[config.mk]
export PLATFORM = sky130hd
export DESIGN_NAME = hotkey_router_with_suppression
export DESIGN_NICKNAME = d
export VERILOG_FILES = /design/src/design/hkr_pkg.sv /design/src/design/hkr_decide.sv /design/src/design/hkr_keymap.sv /design/src/design/hotkey_router_with_suppression.sv
export SDC_FILE = /design/constraint.sdc
export NUM_CORES = 1
export LEC_CHECK = 0
export ABC_AREA = 0
export BUFFER_PORTS_ARGS = -buffer_cell sky130_fd_sc_hd__buf_2
export CAP_MARGIN = 0
export CELL_PAD_IN_SITES_DETAIL_PLACEMENT = 0
export CELL_PAD_IN_SITES_GLOBAL_PLACEMENT = 2
export CORE_UTILIZATION = 41
export DETAILED_ROUTE_END_ITERATION = 16
export PLACE_DENSITY = 0.77
export SLEW_MARGIN = 20
export SYNTH_ARGS = -nofsm -noshare
export SYNTH_HDL_FRONTEND = slang
export SYNTH_SLANG_ARGS = --single-unit
[constraint.sdc]
create_clock -name clk -period 4.55 [get_ports clk]
set_clock_uncertainty 0.05 [all_clocks]
set_input_delay 0.6825 -clock clk [delete_from_list [all_inputs] [get_ports clk]]
set_output_delay 0.6825 -clock clk [all_outputs]
set_load 0.1 [all_outputs]
[src/design/hkr_pkg.sv]
// Hotkey router package: codes, widths, shared types and helper functions.
// No dependencies.
package hkr_pkg;

	localparam int KEY_W        = 8;
	localparam int MOD_W        = 4;
	localparam int BIND_W       = KEY_W + MOD_W;
	localparam int NUM_BIND     = 5;
	localparam int BIND_IDX_W   = 3;
	localparam int KEY_SPACE_DEF = 256;
	localparam int ADDR_W       = 5;
	localparam int DATA_W       = 32;

	// commands
	localparam logic [1:0] CMD_KEY    = 2'd0;
	localparam logic [1:0] CMD_CANCEL = 2'd1;
	localparam logic [1:0] CMD_CLEAR  = 2'd2;

	// actions
	localparam logic [2:0] ACT_NONE      = 3'd0;
	localparam logic [2:0] ACT_TALK_PRESS = 3'd1;
	localparam logic [2:0] ACT_TALK_REL  = 3'd2;
	localparam logic [2:0] ACT_TOGGLE    = 3'd3;
	localparam logic [2:0] ACT_TRANSLATE = 3'd4;
	localparam logic [2:0] ACT_UNDO      = 3'd5;
	localparam logic [2:0] ACT_CANCEL    = 3'd6;

	// binding register indexes, also the match priority order
	localparam logic [BIND_IDX_W-1:0] REG_TALK      = 3'd0;
	localparam logic [BIND_IDX_W-1:0] REG_TOGGLE    = 3'd1;
	localparam logic [BIND_IDX_W-1:0] REG_TRANSLATE = 3'd2;
	localparam logic [BIND_IDX_W-1:0] REG_UNDO      = 3'd3;
	localparam logic [BIND_IDX_W-1:0] REG_CANCEL    = 3'd4;

	typedef logic [NUM_BIND-1:0][BIND_W-1:0] bind_arr_t;

	typedef struct packed {
		logic [1:0]       cmd;
		logic [KEY_W-1:0] key;
		logic             down;
		logic             rpt;
		logic [MOD_W-1:0] mods;
		logic             companion;
	} event_t;

	typedef struct packed {
		logic [2:0]       action;
		logic [KEY_W-1:0] key;
		logic             suppress;
	} result_t;

	// state update request from the decision logic to the key map
	typedef struct packed {
		logic set_bit;
		logic clr_bit;
		logic clr_all;
		logic hold_set;
		logic hold_drop;
	} map_op_t;

	function automatic logic [2:0] bind_action(input logic [BIND_IDX_W-1:0] idx);
		logic [2:0] act;
		unique case (idx)
			REG_TALK:      act = ACT_TALK_PRESS;
			REG_TOGGLE:    act = ACT_TOGGLE;
			REG_TRANSLATE: act = ACT_TRANSLATE;
			REG_UNDO:      act = ACT_UNDO;
			REG_CANCEL:    act = ACT_CANCEL;
			default:       act = ACT_NONE;
		endcase
		return act;
	endfunction

	function automatic logic needs_companion(input logic [BIND_IDX_W-1:0] idx);
		return (idx == REG_UNDO) || (idx == REG_CANCEL);
	endfunction

endpackage

[src/design/hkr_decide.sv]
// Hotkey decision logic: binding match, release and repeat handling.
// Depends on hkr_pkg. Purely combinational.
module hkr_decide (
	input  hkr_pkg::event_t              ev,
	input  hkr_pkg::bind_arr_t           bindings,
	input  logic                         map_bit,
	input  logic [hkr_pkg::KEY_W-1:0]    held_key,
	output logic                         has_result,
	output hkr_pkg::result_t             res,
	output hkr_pkg::map_op_t             op
);

	logic [hkr_pkg::MOD_W-1:0]      talk_mods;
	logic                           talk_drop;
	logic                           found;
	logic [hkr_pkg::BIND_IDX_W-1:0] hit_idx;

	assign talk_mods = bindings[hkr_pkg::REG_TALK][hkr_pkg::BIND_W-1:hkr_pkg::KEY_W];
	assign talk_drop = (held_key != '0) && (ev.key != held_key) &&
		((ev.mods & talk_mods) != talk_mods);

	// first matching binding wins
	always_comb begin
		found   = 1'b0;
		hit_idx = '0;
		for (int i = hkr_pkg::NUM_BIND - 1; i >= 0; i--) begin
			if (bindings[i] == {ev.mods, ev.key}) begin
				found   = 1'b1;
				hit_idx = hkr_pkg::BIND_IDX_W'(i);
			end
		end
	end

	always_comb begin
		has_result = 1'b0;
		res        = '0;
		op         = '0;
		case (ev.cmd)
			hkr_pkg::CMD_CANCEL: begin
				op.clr_bit   = 1'b1;
				op.hold_drop = (held_key == ev.key);
			end
			hkr_pkg::CMD_CLEAR: begin
				op.clr_all   = 1'b1;
				op.hold_drop = 1'b1;
			end
			hkr_pkg::CMD_KEY: begin
				has_result = 1'b1;
				if (talk_drop) begin
					op.hold_drop = 1'b1;
					res.action   = hkr_pkg::ACT_TALK_REL;
					res.key      = ev.key;
				end else if (!ev.down) begin
					if (map_bit) begin
						op.clr_bit   = 1'b1;
						op.hold_drop = (ev.key == held_key);
						res.action   = (ev.key == held_key) ? hkr_pkg::ACT_TALK_REL
							: hkr_pkg::ACT_NONE;
						res.key      = ev.key;
						res.suppress = 1'b1;
					end
				end else if (ev.rpt) begin
					res.key      = ev.key;
					res.suppress = map_bit;
				end else if (found && !(hkr_pkg::needs_companion(hit_idx) && !ev.companion)) begin
					op.set_bit   = 1'b1;
					op.hold_set  = (hit_idx == hkr_pkg::REG_TALK);
					res.action   = hkr_pkg::bind_action(hit_idx);
					res.key      = ev.key;
					res.suppress = 1'b1;
				end
			end
			default: begin
			end
		endcase
	end

endmodule

[src/design/hkr_keymap.sv]
// Suppressed-key bitmap and held push-to-talk key.
// Depends on hkr_pkg. Bitmap is cleared as a whole by reset or a clear command.
module hkr_keymap #(
	parameter int KEY_SPACE = hkr_pkg::KEY_SPACE_DEF
) (
	input  logic                       clk,
	input  logic                       arst_n,
	input  logic                       upd,
	input  hkr_pkg::map_op_t           op,
	input  logic [hkr_pkg::KEY_W-1:0]  key,
	output logic                       map_bit,
	output logic [hkr_pkg::KEY_W-1:0]  held_key
);

	localparam int IDX_W = $clog2(KEY_SPACE);

	logic [KEY_SPACE-1:0]      map_q;
	logic [hkr_pkg::KEY_W-1:0] held_q;
	logic [IDX_W-1:0]          idx;
	logic                      in_range;

	// keys beyond the map read as clear and are never written
	assign in_range = (32'(key) < 32'(KEY_SPACE));
	assign idx      = IDX_W'(key);
	assign map_bit  = in_range && map_q[idx];
	assign held_key = held_q;

	always_ff @(posedge clk or negedge arst_n) begin
		if (!arst_n) begin
			map_q <= '0;
		end else if (upd) begin
			if (op.clr_all) begin
				map_q <= '0;
			end else if (in_range && op.set_bit) begin
				map_q[idx] <= 1'b1;
			end else if (in_range && op.clr_bit) begin
				map_q[idx] <= 1'b0;
			end
		end
	end

	always_ff @(posedge clk or negedge arst_n) begin
		if (!arst_n) begin
			held_q <= '0;
		end else if (upd) begin
			if (op.hold_drop) begin
				held_q <= '0;
			end else if (op.hold_set) begin
				held_q <= key;
			end
		end
	end

endmodule

[src/design/hotkey_router_with_suppression.sv]
// Hotkey router: an event passes through the event register, then the result register.
// Throughput one event per cycle while results are taken. While a stalled result sits in the
// result register, one more event is taken into the event register; after that the input
// stalls if that event has a result. Events with no result (cancel, clear, unused) retire anyway.
// Reset clears the bitmap, the held key, the bindings and both valid flags.
module hotkey_router_with_suppression #(
	parameter int KEY_SPACE = hkr_pkg::KEY_SPACE_DEF
) (
	input  logic                              clk,
	input  logic                              arst_n,
	// configuration
	input  logic                              psel,
	input  logic                              penable,
	input  logic                              pwrite,
	input  logic [hkr_pkg::ADDR_W-1:0]        paddr,
	input  logic [hkr_pkg::DATA_W-1:0]        pwdata,
	output logic [hkr_pkg::DATA_W-1:0]        prdata,
	output logic                              pready,
	// events
	input  logic                              event_valid,
	output logic                              event_ready,
	input  logic [1:0]                        command,
	input  logic [hkr_pkg::KEY_W-1:0]         key_code,
	input  logic                              key_press,
	input  logic                              is_repeat,
	input  logic                              mod_control,
	input  logic                              mod_shift,
	input  logic                              mod_alt,
	input  logic                              mod_system,
	input  logic                              companion_active,
	// results
	output logic                              result_valid,
	input  logic                              result_ready,
	output logic [2:0]                        action,
	output logic [hkr_pkg::KEY_W-1:0]         event_key,
	output logic                              suppress
);

	hkr_pkg::bind_arr_t             bind_q;
	logic [hkr_pkg::BIND_IDX_W-1:0] reg_idx;
	logic                           cfg_wr;

	hkr_pkg::event_t                ev_s1;
	logic                           valid_s1;
	logic                           go;
	logic                           accept;

	logic                           has_result;
	hkr_pkg::result_t               res;
	hkr_pkg::map_op_t               op;
	logic                           map_bit;
	logic [hkr_pkg::KEY_W-1:0]      held_key;

	hkr_pkg::result_t               res_s2;
	logic                           valid_s2;

	// configuration registers
	assign pready  = 1'b1;
	assign reg_idx = paddr[hkr_pkg::ADDR_W-1:2];
	assign cfg_wr  = psel && penable && pwrite;

	always_ff @(posedge clk or negedge arst_n) begin
		if (!arst_n) begin
			bind_q <= '0;
		end else if (cfg_wr && (32'(reg_idx) < hkr_pkg::NUM_BIND)) begin
			bind_q[reg_idx] <= pwdata[hkr_pkg::BIND_W-1:0];
		end
	end

	always_comb begin
		if (32'(reg_idx) < hkr_pkg::NUM_BIND) begin
			prdata = hkr_pkg::DATA_W'(bind_q[reg_idx]);
		end else begin
			prdata = '0;
		end
	end

	// event register; retires when its result has somewhere to go
	assign go          = valid_s1 && (!has_result || !valid_s2 || result_ready);
	assign event_ready = !valid_s1 || go;
	assign accept      = event_valid && event_ready;

	always_ff @(posedge clk or negedge arst_n) begin
		if (!arst_n) begin
			valid_s1 <= 1'b0;
		end else if (accept) begin
			valid_s1 <= 1'b1;
		end else if (go) begin
			valid_s1 <= 1'b0;
		end
	end

	always_ff @(posedge clk) begin
		if (accept) begin
			ev_s1 <= '{cmd: command, key: key_code, down: key_press, rpt: is_repeat,
				mods: {mod_system, mod_alt, mod_shift, mod_control},
				companion: companion_active};
		end
	end

	hkr_decide u_decide (
		.ev         (ev_s1),
		.bindings   (bind_q),
		.map_bit    (map_bit),
		.held_key   (held_key),
		.has_result (has_result),
		.res        (res),
		.op         (op)
	);

	hkr_keymap #(
		.KEY_SPACE (KEY_SPACE)
	) u_keymap (
		.clk      (clk),
		.arst_n   (arst_n),
		.upd      (go),
		.op       (op),
		.key      (ev_s1.key),
		.map_bit  (map_bit),
		.held_key (held_key)
	);

	// result register
	always_ff @(posedge clk or negedge arst_n) begin
		if (!arst_n) begin
			valid_s2 <= 1'b0;
		end else if (go && has_result) begin
			valid_s2 <= 1'b1;
		end else if (result_ready) begin
			valid_s2 <= 1'b0;
		end
	end

	always_ff @(posedge clk) begin
		if (go && has_result) begin
			res_s2 <= res;
		end
	end

	assign result_valid = valid_s2;
	assign action       = res_s2.action;
	assign event_key    = res_s2.key;
	assign suppress     = res_s2.suppress;

endmodule

Word-level counts from Yosys, hierarchy flattened --
Index checks and enable logic that the tools add are counted.
Storage, ports and cells: bits in registers 355, bits of input ports 61, output and inout port bits 47, word-level logic and storage cells 131
Operators by class: magnitude comparators 5, eq/ne operators 15, muxes and demuxes 56, bitwise operators 5, reductions and logical operators 31
Operator list (count):
- two-way mux 256 bit | 3
- bitwise AND 256 bit | 1
- inverter 256 bit | 1
- OR 256 bit | 1
- two-way mux 12 bit | 6
- bitwise mux 60 bit | 1
- equality test 12 bit | 5
- binary-select mux 12 bit (select 3 bit) | 1
- demux 12 bit (select 3 bit) | 1
- two-way mux 1 bit | 27
- two-way mux 3 bit | 6
- equality test 8 bit | 2
- two-way mux 8 bit | 2
- one-hot mux 3 bit (5 select lines) | 1
- logical AND 1 bit | 12
- two-way mux 10 bit | 1
- less-than comparator 8 x 9 -> 1 bit, second input constant | 1
- two-way mux 9 bit | 1
- binary-select mux 1 bit (select 8 bit) | 1
- demux 1 bit (select 8 bit) | 1
- >= comparator 8 x 1 -> 1 bit, second input constant | 1
- != test 8 bit | 1
- nonzero test 8 bit | 1
- equality test 3 x 2 -> 1 bit, second input constant | 2
- other kinds (21) | 32

Longest topological paths before layout --
Gate-level depths: netlist (run 1).
word-level depth 19, gate-level depth with buffers 16, mapped depth without buffers 9

By module --
From an unflattened synthesis (run 1), not the netlist that was laid out.
Unflattened totals: cells, all modules 2112, area total of the unflattened synthesis 20659.8 µm²
Modules (own cells, without submodules):
- hkr_keymap | instances 1, cells an instance 1688, area each 15444.8 µm², sequential area each 6606.3 µm²
- hotkey_router_with_suppression | instances 1, cells an instance 259, area each 3935.0 µm², sequential area each 2422.3 µm²
- hkr_decide | instances 1, cells an instance 165, area each 1280.0 µm², sequential area each 0.0 µm²

Worst setup path after synthesis (run 1) --
Ideal clock, no wire load.
kind in2out, start point input paddr[3] (netlist bit), end point output prdata[3] (netlist bit), arrival 3.633 ns, required time 3.818 ns, setup slack 0.185 ns, stages 5, path buffers 2, path through clkbuf_1 -> clkbuf_1 -> mux4_2 -> inv_1 -> o21ai_0
Between the ends: longest elaborated chain between the ends 3, elaborated cells between the ends (all ways) 4, those cells by class 1 x order compare; 3 x mux
Ends and longest elaborated chain:
- start: declaration | RTL line hotkey_router_with_suppression.sv:15 | input logic [hkr_pkg::ADDR_W-1:0] paddr,
- binary-select mux 12 bit (select 3 bit) | RTL line hotkey_router_with_suppression.sv:72 | prdata = hkr_pkg::DATA_W'(bind_q[reg_idx]);
- two-way mux 12 bit (not written as such) | RTL line hotkey_router_with_suppression.sv:72
- two-way mux 12 bit * | RTL line hotkey_router_with_suppression.sv:71 | if (32'(reg_idx) < hkr_pkg::NUM_BIND) begin
- end: declaration | RTL line hotkey_router_with_suppression.sv:17 | output logic [hkr_pkg::DATA_W-1:0] prdata,
Mark *: on every way between the ends. The rest lies on a longest branch, timed or not. The select of a mux whose other input is x is not followed.

Final worst setup path (run 1) --
start point register ev_s1[8] (netlist bit), end point register u_keymap.map_q[194]
Between the ends: longest elaborated chain between the ends 18, elaborated cells between the ends (all ways) 47, those cells by class 2 x order compare; 8 x eq/ne; 25 x mux; 3 x bitwise; 9 x reduce/logical
Ends and longest elaborated chain:
- start: declaration | RTL line hotkey_router_with_suppression.sv:43 | hkr_pkg::event_t ev_s1;
- start signal: assignment | RTL line hotkey_router_with_suppression.sv:95 | ev_s1 <= '{cmd: command, key: key_code, down: key_press, rpt: is_repeat,
- equality test 12 bit | RTL line hkr_decide.sv:27 | if (bindings[i] == {ev.mods, ev.key}) begin
- two-way mux 3 bit (5 in a row) | RTL line hkr_decide.sv:27
- equality test 3 x 2 -> 1 bit or equality test 3 bit (tied branches) | RTL line hkr_pkg.sv:75 | return (idx == REG_UNDO) || (idx == REG_CANCEL);
- logical OR 1 bit | RTL line hkr_pkg.sv:75
- logical AND 1 bit | RTL line hkr_decide.sv:65 | end else if (found && !(hkr_pkg::needs_companion(hit_idx) && !ev.companion)) begin
- zero test 1 bit | RTL line hkr_decide.sv:65
- logical AND 1 bit | RTL line hkr_decide.sv:65
- two-way mux 1 bit | RTL line hkr_decide.sv:65
- two-way mux 1 bit | RTL line hkr_decide.sv:62 | end else if (ev.rpt) begin
- two-way mux 1 bit | RTL line hkr_decide.sv:53 | end else if (!ev.down) begin
- two-way mux 2 bit | RTL line hkr_decide.sv:49 | if (talk_drop) begin
- two-way mux 1 bit | RTL line hkr_decide.sv:38 | case (ev.cmd)
- nonzero test 3 bit (no line) or two-way mux 256 bit (tied branches)
- AND reduction 2 bit (no line) or two-way mux 256 bit (tied branches)
- end signal: assignment | RTL line hkr_keymap.sv:30 | map_q <= '0;
- end signal: assignment | RTL line hkr_keymap.sv:33 | map_q <= '0;
- end signal: indexed assignment | RTL line hkr_keymap.sv:35 | map_q[idx] <= 1'b1;
- end: declaration | RTL line hkr_keymap.sv:17 | logic [KEY_SPACE-1:0] map_q;
Several ways; a longest one is shown, not always the timed one. The select of a mux whose other input is x is not followed. A chain may end at the register's enable or synchronous reset.

==> results of run 1 <==
critical path: cells and delay by family, from the launching register on:
family                 cells  cell delay [ns]
multiplexers               2             1.09
AO/OA/AOI/OAI              3             1.10
buffers and inverters      1             0.42
flip-flops                 1             0.78
AND/OR/NAND/NOR            3             0.53
layout make-up:
cell class,count,area share [%]
inverter,19,0.3194
sequential,355,40.44
timing repair buffer,168,5.705
tap,615,3.446
clock inverter,13,0.5043
multi-input combinational,1291,44.41
clock buffer,59,5.178
sequential cells by signal, summed over array words and instances, names as in the netlist:
signal	cells
suppress	1
action	3
u_keymap.held_key	8
ev_s1	17
bind_q	60
event_key	8
result_valid	1
u_keymap.map_q	256
valid_s1	1
layout by cell type (no fill, tap or decap), drive strengths merged, types with 2 or more instances in the layout:
master	n
dfrtp	326
nand2	290
a221o	261
a21oi	233
buf	168
mux4	75
mux2	61
clkbuf	59
nor2	41
xor2	36
and2	32
and3	29
edfxtp	29
xnor2	28
nor3	28
conb	21
nor4	21
inv	20
mux2i	18
nand2b	17
o21ai	13
nand3	11
clkinv	10
nand4	9
nor2b	9
o22ai	8
a22oi	6
nand3b	5
a211oi	5
ha	4
or2	3
o2111ai	3
o221ai	3
nor4b	3
nor3b	2
a221oi	2
a41o	2
bufinv	2
per-layer routing:
metal,vias up,wire [µm]
met5,-,0
met4,0,2044
met3,130,4121
met2,631,31610
met1,8404,29550
li1,7042,-
kinds of logic after synthesis:
| family | synth area share (%) |
|---|---|
| compound gates | 20.81 |
| xor+xnor | 2.807 |
| fa+ha+maj | 0.2506 |
| buf+inv | 6.515 |
| flops | 45.21 |
| mux | 12.80 |
| other cells | 0.03760 |
| simple gates | 11.57 |
path summary, 6_finish.rpt:
| path | cells past startpoint | from | slack (ns) | endpoint |
|---|---|---|---|---|
| setup / recovery | 9 | ev_s1[8]$_DFFE_PP_ | 0.34 | u_keymap.map_q[194]$_DFFE_PN0P_ |
| hold / removal | 1 | arst_n | 0.11 | u_keymap.map_q[87]$_DFFE_PN0P_ |
| setup reg to reg | 9 | ev_s1[8]$_DFFE_PP_ | 0.34 | u_keymap.map_q[194]$_DFFE_PN0P_ |
| hold reg to reg | 1 | u_keymap.map_q[143]$_DFFE_PN0P_ | 0.48 | u_keymap.map_q[143]$_DFFE_PN0P_ |
| max in group asynchronous | 2 | arst_n | 3.23 | u_keymap.map_q[135]$_DFFE_PN0P_ |
| min in group clk | 1 | key_code[6] | 0.23 | ev_s1[13]$_DFFE_PP_ |
through the flow:
stage          cell area, µm²  total power [mW]  hold slack (ns)  instances  setup slack (ns)
2_1_floorplan           20040             7.384           0.3369       1886            0.1850
3_3_place_gp            21060             8.040           0.4586       2448            0.4974
3_5_place_dp            21060             8.182           0.4685       2448            0.4486
4_1_cts                 22330             11.45           0.1339       2520            0.4105
5_1_grt                 22330             12.01           0.1815       2520            0.1435
6_report                22330             11.40           0.1150       2520            0.3433
where the power goes:
part           leakage [nW]  switching [mW]  internal, mW
clock network         0.621            1.36          1.87
registers              4.56           0.809          4.18
logic                  4.54            1.47          1.70
==> summary.txt, run 1 <==
largest net degree at the start of global routing - 118
outcome - finished, final reports clean
met3 usage - 3.253%
library cells used by synthesis - 57
gr usage total - 27.19%
routed length per placed instance - 26.72 µm
DRT iter0 DRCs - 1722
setup TNS - 0 ns
share of cells above drive strength 1 - 21.26%
worst rel slew slack - 27.55%
Post-Syn Area - 19970 µm²
drt pass-1 iters - 6
synthesis-to-layout area growth - 11.80%
utilization after layout - 46.67%
vias per cell - 6.431
Hold Vio Cnt, Final - 0
footprint of the multi-input gates - 9916 µm²
CP Class - flop to flop
first-pass GRT wire length - 102.7 mm
Rows - 80
async set-reset flop share out of synthesis - 91.83%
GRT Max-Usage Layer - met2
unrepaired setup endpoints after global routing - false
Port Buffers - 64
main flop type after synthesis - dfrtp_1
Critical Path Sink Type - flop
register area share after synthesis - 45.21%
mean area per synthesized cell - 10.70 µm²
worst vdd ir - 0.2562 mV
total CTS buffers - 42
clock-pin transition on the worst setup and hold timing paths - 0.06 ns
YS warnings - 0
number of global-route vias before repair - 15790
ANT cells - 0
Synth top cells by count - dfrtp_1, nand2_1, a221o_1, a21oi_1, clkbuf_1
main area contributors after synthesis - dfrtp_1, a221o_1, mux4_2
Worst setup SP type - flop
Initial Util - 41.74%
core footprint - 47850 µm²
Max Cap Viol - 0
Bufs on Longest Clock Path - 3
FF/Latch Area - 9029 µm²
met1 usage in global routing - 39.05%
initial antenna violation count - 0
met2 global-route usage - 42.31%
Die X - 222.7 µm
Detail Route Antenna Nets - 0
IO Pins - 108
FILL cells - 4441
Post-CTS Resized - 0
Post-synth EDFFs - 29
Worst-Skew Late Latency - 0.58 ns
die area - 49600 µm²
Synth top area share - 40.85%
fin nets - 1942
TritonCTS clock tree - built
fmax - 237.7 MHz
Post-Synthesis Cells - 1867
CP Cell Sequence - mux4_2 -> mux4_2 -> nor2b_1 -> a211oi_1 -> o2111ai_1 -> nand3_1 -> and2_4 -> buf_12 -> a221o_1
total global routing overflow - 0
Tightest Pin Transition - 1.083 ns
fraction of the cycle the final worst path needs - 92.45%
post-synthesis register bit count - 355
most frequent cell after synthesis - dfrtp_1
DP Wirelength - 40.90 mm
most frequent CP cell - mux4_2
Clock H-tree levels - 2
CP max stage delay - 0.78 ns
root buffer cell - clkbuf_16
Routed WL - 67.33 mm
postcts setup bufs - 0
Synth area leader - dfrtp_1
Slowest-stage cell, CP - edfxtp_1
Power per Cell Area - 510.5 nW/µm²
Min Clock Period, post-route - 4.207 ns
final setup vio count - 0
cts hold-fix bufs - 0
worst endpoint required time - 5.00 ns
crit-path max FO - 117
Slew Limit Fails - 0
die height - 222.7 µm
CP arrival - 4.65 ns
LEAKAGE - 9.721 nW
Vias - 16210
# DRC - 0
Hold WC Path Type - input pin to asynchronous set/reset pin
clock sinks - 355
routability cong. - 0.8344
Note: power is estimated with default switching activity, not from simulation.
==> run 2, diff against run 1 <==
--- a/config.mk
+++ b/config.mk
@@ -10,9 +10,9 @@
 export CAP_MARGIN = 0
 export CELL_PAD_IN_SITES_DETAIL_PLACEMENT = 0
 export CELL_PAD_IN_SITES_GLOBAL_PLACEMENT = 2
-export CORE_UTILIZATION = 41
+export CORE_UTILIZATION = 37
 export DETAILED_ROUTE_END_ITERATION = 16
-export PLACE_DENSITY = 0.77
+export PLACE_DENSITY = 0.73
 export SLEW_MARGIN = 20
 export SYNTH_ARGS = -nofsm -noshare
 export SYNTH_HDL_FRONTEND = slang
==> constraint.sdc (replaced) <==
create_clock -name clk -period 3.86 [get_ports clk]
set_clock_uncertainty 0.05 [all_clocks]
set_input_delay 0.579 -clock clk [delete_from_list [all_inputs] [get_ports clk]]
set_output_delay 0.579 -clock clk [all_outputs]
set_load 0.1 [all_outputs]
==> run 2 against run 1 <==
Effect of this change: critical path depth rose by 2; sequential cell count did not move; sequential power rose by 18%; sequential share of layout area fell by 1.2 points; clock power rose by 31%; worst hold slack got worse by 0.0067 ns; highest routed layer unchanged; count of clock-buffer cells in the layout did not move; core utilization fell by 3.2 points; combinational power rose by 20%.
==> summary.txt, run 2 (synthesis gave the netlist of run 1 again) <==
outcome - finished, final reports clean
Worst setup SP type - flop
Max Cap Viol - 0
Die X - 234.3 µm
largest net degree at the start of global routing - 98
biggest regs - u_keymap.map_q x256, bind_q x60, ev_s1 x17
synthesis-to-layout area growth - 15.18%
Final Cell Area - 23000 µm²
fin nets - 1984
fmax - 271.8 MHz
most frequent cells in the layout - dfrtp_1, nand2_1, a221o_1
fraction of the cycle the final worst path needs - 95.30%
worst vdd ir - 0.3691 mV
Crit Reg-Reg Endpoint - u_keymap.map_q[0]$_DFFE_PN0P_
share of cells above drive strength 1 - 23.62%
final setup vio count - 0
routability cong. - 0.8380
FILL cells - 5015
LEAKAGE - 10.07 nW
Detail Route Antenna Nets - 0
Min Clock Period, post-route - 3.679 ns
worst rel slew slack - 39.00%
utilization after layout - 43.43%
hold path depth - 1
Initial Util - 37.70%
Power per Cell Area - 605.2 nW/µm²
Hold Vio Cnt, Final - 0
total CTS buffers - 43
worst endpoint required time - 4.32 ns
initial antenna violation count - 1
routed length per placed instance - 26.38 µm
ANT cells - 0
DP Wirelength - 43.35 mm
die height - 234.3 µm
DRT iter0 DRCs - 1998
Largest register FFs - 256
Post-DP Area - 21510 µm²
total global routing overflow - 0
clock-pin transition on the worst setup and hold timing paths - 0.06 ns
clock sinks - 355
flop2flop setup slack - 0.18 ns
Worst-Skew Late Latency - 0.59 ns
CP Class - flop to flop
Rows - 84
hold-critical path endpoint - ev_s1[4]$_DFFE_PP_
Bufs on Longest Clock Path - 3
Worst Reg2Reg Path Length in Cells - 11
vias per cell - 6.219
Routed WL - 69.65 mm
Hold WC Path Type - input pin to flop
gr usage total - 25.60%
die area - 54910 µm²
Slew Limit Fails - 0
Tightest Pin Transition - 0.9150 ns
crit-path max FO - 59
number of global-route vias before repair - 16230
R2R Path Start - ev_s1[10]$_DFFE_PP_
CP arrival - 4.14 ns
unrepaired setup endpoints after global routing - false
# DRC - 0
IO Pins - 108
core footprint - 52970 µm²
most common cell after layout, fill and taps aside - dfrtp_1
Top reg by flops - u_keymap.map_q
TritonCTS clock tree - built
Vias - 16420
drt pass-1 iters - 7
setup TNS - 0 ns
Clock H-tree levels - 2
Critical Path Sink Type - flop
Port Buffers - 64
root buffer cell - clkbuf_16
hold path start - mod_system
first-pass GRT wire length - 106.0 mm
-- run 2: changes by cell type in the layout (fill, tap and decap cells not counted), moves of 2 or more --
cell	previous run	this run
clkinv_1	5	3
buf_12	13	19
o21ai_0	12	4
clkinv_2	5	9
o21ai_1	1	9
buf_4	91	125
clkbuf_8	2	10
bufinv_16	2	4
clkbuf_1	14	6
-- run 2: worst max-delay path by stage --
stage / start / endpoint / slack, ns / cells after the start
after global routing: ev_s1[10]$_DFFE_PP_ / u_keymap.held_key[3]$_DFFE_PN0P_ / 0.08 / 11
after global placement: ev_s1[8]$_DFFE_PP_ / u_keymap.map_q[64]$_DFFE_PN0P_ / 0.09 / 11
final: ev_s1[10]$_DFFE_PP_ / u_keymap.map_q[0]$_DFFE_PN0P_ / 0.18 / 11
after detailed placement: ev_s1[8]$_DFFE_PP_ / u_keymap.map_q[46]$_DFFE_PN0P_ / 0.09 / 11
after floorplan: paddr[3] / prdata[10] / 0.43 / 4
after CTS: ev_s1[8]$_DFFE_PP_ / u_keymap.map_q[0]$_DFFE_PN0P_ / 0.04 / 11
-- run 2: per-stage QoR --
step           power, mW  hold slack [ns]  instances  worst slack [ns]
2_1_floorplan      8.707           0.2334       1886            0.4327
3_3_place_gp       9.518           0.4590       2559           0.09083
3_5_place_dp       9.689           0.4641       2559           0.09498
4_1_cts            13.96          0.08240       2638           0.03721
5_1_grt            14.66          0.09223       2640           0.07703
6_report           13.92           0.1083       2640            0.1814
-- run 2: worst max-delay path, cell delays in order (launching register included) --
cell and delay (ns):
edfxtp_1 0.37, buf_12 0.19, mux4_2 0.55, mux4_2 0.46, nor2b_1 0.18, a211oi_1 0.22
buf_4 0.16, o2111ai_1 0.25, nand3_1 0.21, and2_4 0.34, buf_12 0.32, a221o_1 0.22
-- run 2: metal layers --
metal	vias to the layer above	track usage [%]	part of all wire, %
met5	-	0	0
met4	0	6.653	2.3
met3	112	4.341	6.6
met2	705	40.15	47
met1	8460	36.51	44
li1	7140	-	-
-- run 2: power breakdown --
part	internal (mW)	switching, mW
Combinational	2.03	1.78
Clock	2.52	1.72
Sequential	4.93	0.944
-- run 2: layout make-up --
cell class,count,area [µm²],share of cell area [%]
flip-flops and latches,355,9029,39.25
clock buffers,59,1236,5.374
repair buffers,209,1659,7.212
multi-input cells,1291,9916,43.11
inverters,19,71.32,0.3100
well taps,688,860.8,3.742
clock inverters,19,231.5,1.006
-- run 2: repair_timing --
item / in CTS / in global routing
endpoints found under the hold margin: 20 / 0
hold buffers: 1 / 0
buffers inserted: 0 / 2
setup endpoints to repair: 0 / 207
gates resized for setup: 0 / 0
==> run 3, diff against run 2 <==
==> constraint.sdc (replaced) <==
create_clock -name clk -period 3.86 [get_ports clk]
set_clock_uncertainty 0.05 [all_clocks]
set_input_delay 0 -clock clk [delete_from_list [all_inputs] [get_ports clk]]
set_output_delay 0 -clock clk [all_outputs]
set_load 0.1 [all_outputs]
==> run 3 against run 2 <==
Effect of this change: non-clock buffer count grew 34; sequential cell count is the same; global-route usage grew 0.28 points; critical path type unchanged; via count grew 1.5%; highest routed layer unchanged; sequential power is essentially flat; sequential share of layout area shrank 0.68 points; cell count grew 1.1%; core utilization grew 0.77 points; design area grew 1.8%; die area is the same.
==> summary.txt, run 3 (synthesis gave the netlist of run 1 again) <==
synthesis-to-layout area growth - 17.21%
Worst setup SP type - flop
clock sinks - 355
CP arrival - 4.03 ns
Hold WC Path Type - input pin to asynchronous set/reset pin
Max Cap Viol - 0
fin cells - 2670
share of cells above drive strength 1 - 23.51%
die height - 234.3 µm
final setup vio count - 0
setup TNS - 0 ns
total CTS buffers - 43
LEAKAGE - 10.25 nW
Post-CTS Resized - 0
core footprint - 52970 µm²
Top reg by flops - u_keymap.map_q
initial antenna violation count - 1
first-pass GRT wire length - 106.6 mm
Rows - 84
pre-CTS setup slack - 0.2643 ns
Hold Vio Cnt, Final - 0
Final Cell Area - 23410 µm²
Largest register FFs - 256
Port Buffers - 64
crit-path max FO - 51
CP Class - flop to flop
fin nets - 2018
routed length per placed instance - 26.46 µm
Clock H-tree levels - 2
Worst Reg2Reg Path Length in Cells - 11
Setup WS post-layout - 0.2224 ns
biggest regs - u_keymap.map_q x256, bind_q x60, ev_s1 x17
largest net degree at the start of global routing - 109
Bufs on Longest Clock Path - 3
Crit Reg-Reg Endpoint - u_keymap.map_q[151]$_DFFE_PN0P_
total global routing overflow - 0
Slowest-stage cell, CP - edfxtp_1
Crit path max-delay family - compound AO/OA/AOI/OAI gates
root buffer cell - clkbuf_16
unrepaired setup endpoints after global routing - false
most common cell after layout, fill and taps aside - dfrtp_1
drt pass-1 iters - 5
# DRC - 0
most frequent CP cell - buf_12
Post-DP Area - 21640 µm²
Routed WL - 70.66 mm
R2R Path Start - ev_s1[9]$_DFFE_PP_
Worst-Skew Late Latency - 0.59 ns
DP Wirelength - 44.34 mm
TritonCTS clock tree - built
ANT cells - 0
clock-pin transition on the worst setup and hold timing paths - 0.06 ns
CP startpoint - ev_s1[9]$_DFFE_PP_
buffers plus inverters on the worst setup path - 3
flop2flop setup slack - 0.22 ns
Die X - 234.3 µm
IO Pins - 108
number of global-route vias before repair - 16260
outcome - finished, final reports clean
Detail Route Antenna Nets - 0
fraction of the cycle the final worst path needs - 94.24%
worst vdd ir - 0.3139 mV
gr usage total - 25.88%
vias per cell - 6.243
CP Cell Sequence - buf_12 -> nand2b_1 -> o22ai_1 -> nor3b_1 -> nor3_1 -> o311ai_1 -> nand3_1 -> and2_4 -> buf_12 -> buf_12 -> a221o_1
fmax - 274.9 MHz
worst rel slew slack - 37.02%
Critical Path Sink Type - flop
postcts setup bufs - 0
number of cells after detailed placement - 2563
Slew Limit Fails - 0
die area - 54910 µm²
Min Clock Period, post-route - 3.638 ns
worst endpoint required time - 4.25 ns
Initial Util - 37.70%
CP max stage delay - 0.70 ns
most frequent cells in the layout - dfrtp_1, nand2_1, a221o_1
routability cong. - 0.8185
Power per Cell Area - 595.1 nW/µm²
DRT iter0 DRCs - 1819
Tightest Pin Transition - 0.9447 ns
Vias - 16670
==> run 3: cell count changes in the layout (fill, tap and decap cells not counted), sizes merged <==
| cell | change |
|---|---|
| clkbuf | +1 |
| clkinv | -2 |
| buf | +2 |
| dlygate4sd3 | +32 |
| bufinv | -2 |
| inv | -1 |
==> run 3: where the power goes <==
group	internal [mW]	switching [mW]	total [mW]
logic	2.08	1.80	3.88
clock network	2.47	1.70	4.18
registers	4.93	0.942	5.87
total	9.48	4.45	13.9
==> run 3: final cells by class <==
type,instances,area [µm²]
clock buffer,60,1300
clock inverter,14,142.6
tap,688,860.8
multi-input combinational,1291,9911
timing repair buffer,243,2095
sequential,355,9029
inverter,19,71.32
fill,4916,29560
==> run 3: stage by stage <==
stage	hold slack, ns	total power, mW	utilization [%]
final	0.06442	13.93	44.19
after global routing	0.07425	14.68	44.19
after CTS	0.05091	13.99	44.19
after detailed placement	0.1057	9.744	40.84
after global placement	0.09999	9.561	40.84
after floorplan	-0.3456	8.704	-
==> run 3: metal layers <==
layer  part of all wire, %  vias to the layer above  GRT usage (%)
li1                      -                     7222              -
met1                    45                     8643          37.58
met2                    46                      655          39.01
met3                   6.8                      150          4.134
met4                   3.0                        0          8.871
met5                     0                        -              0
==> run 3: what timing repair did <==
action / in CTS / in global routing
endpoints found under the setup margin: 0 / 0
hold endpoints to repair: 180 / 0
hold buffers: 33 / 0
==> run 3: worst register-to-register path: stages (launching register included) <==
cell	delay [ns]
edfxtp_1	0.70
buf_12	0.28
nand2b_1	0.21
o22ai_1	0.17
nor3b_1	0.21
nor3_1	0.08
o311ai_1	0.66
nand3_1	0.20
and2_4	0.22
buf_12	0.14
buf_12	0.19
a221o_1	0.40
==> run 3: worst max path at each step <==
stage	end	slack [ns]	cells after the start
after floorplan	u_keymap.map_q[128]$_DFFE_PN0P_	0.56	13
after global placement	u_keymap.held_key[7]$_DFFE_PN0P_	0.30	9
after detailed placement	u_keymap.map_q[93]$_DFFE_PN0P_	0.26	10
after CTS	u_keymap.map_q[93]$_DFFE_PN0P_	0.22	10
after global routing	u_keymap.map_q[81]$_DFFE_PN0P_	0.06	13
final	u_keymap.map_q[151]$_DFFE_PN0P_	0.22	11
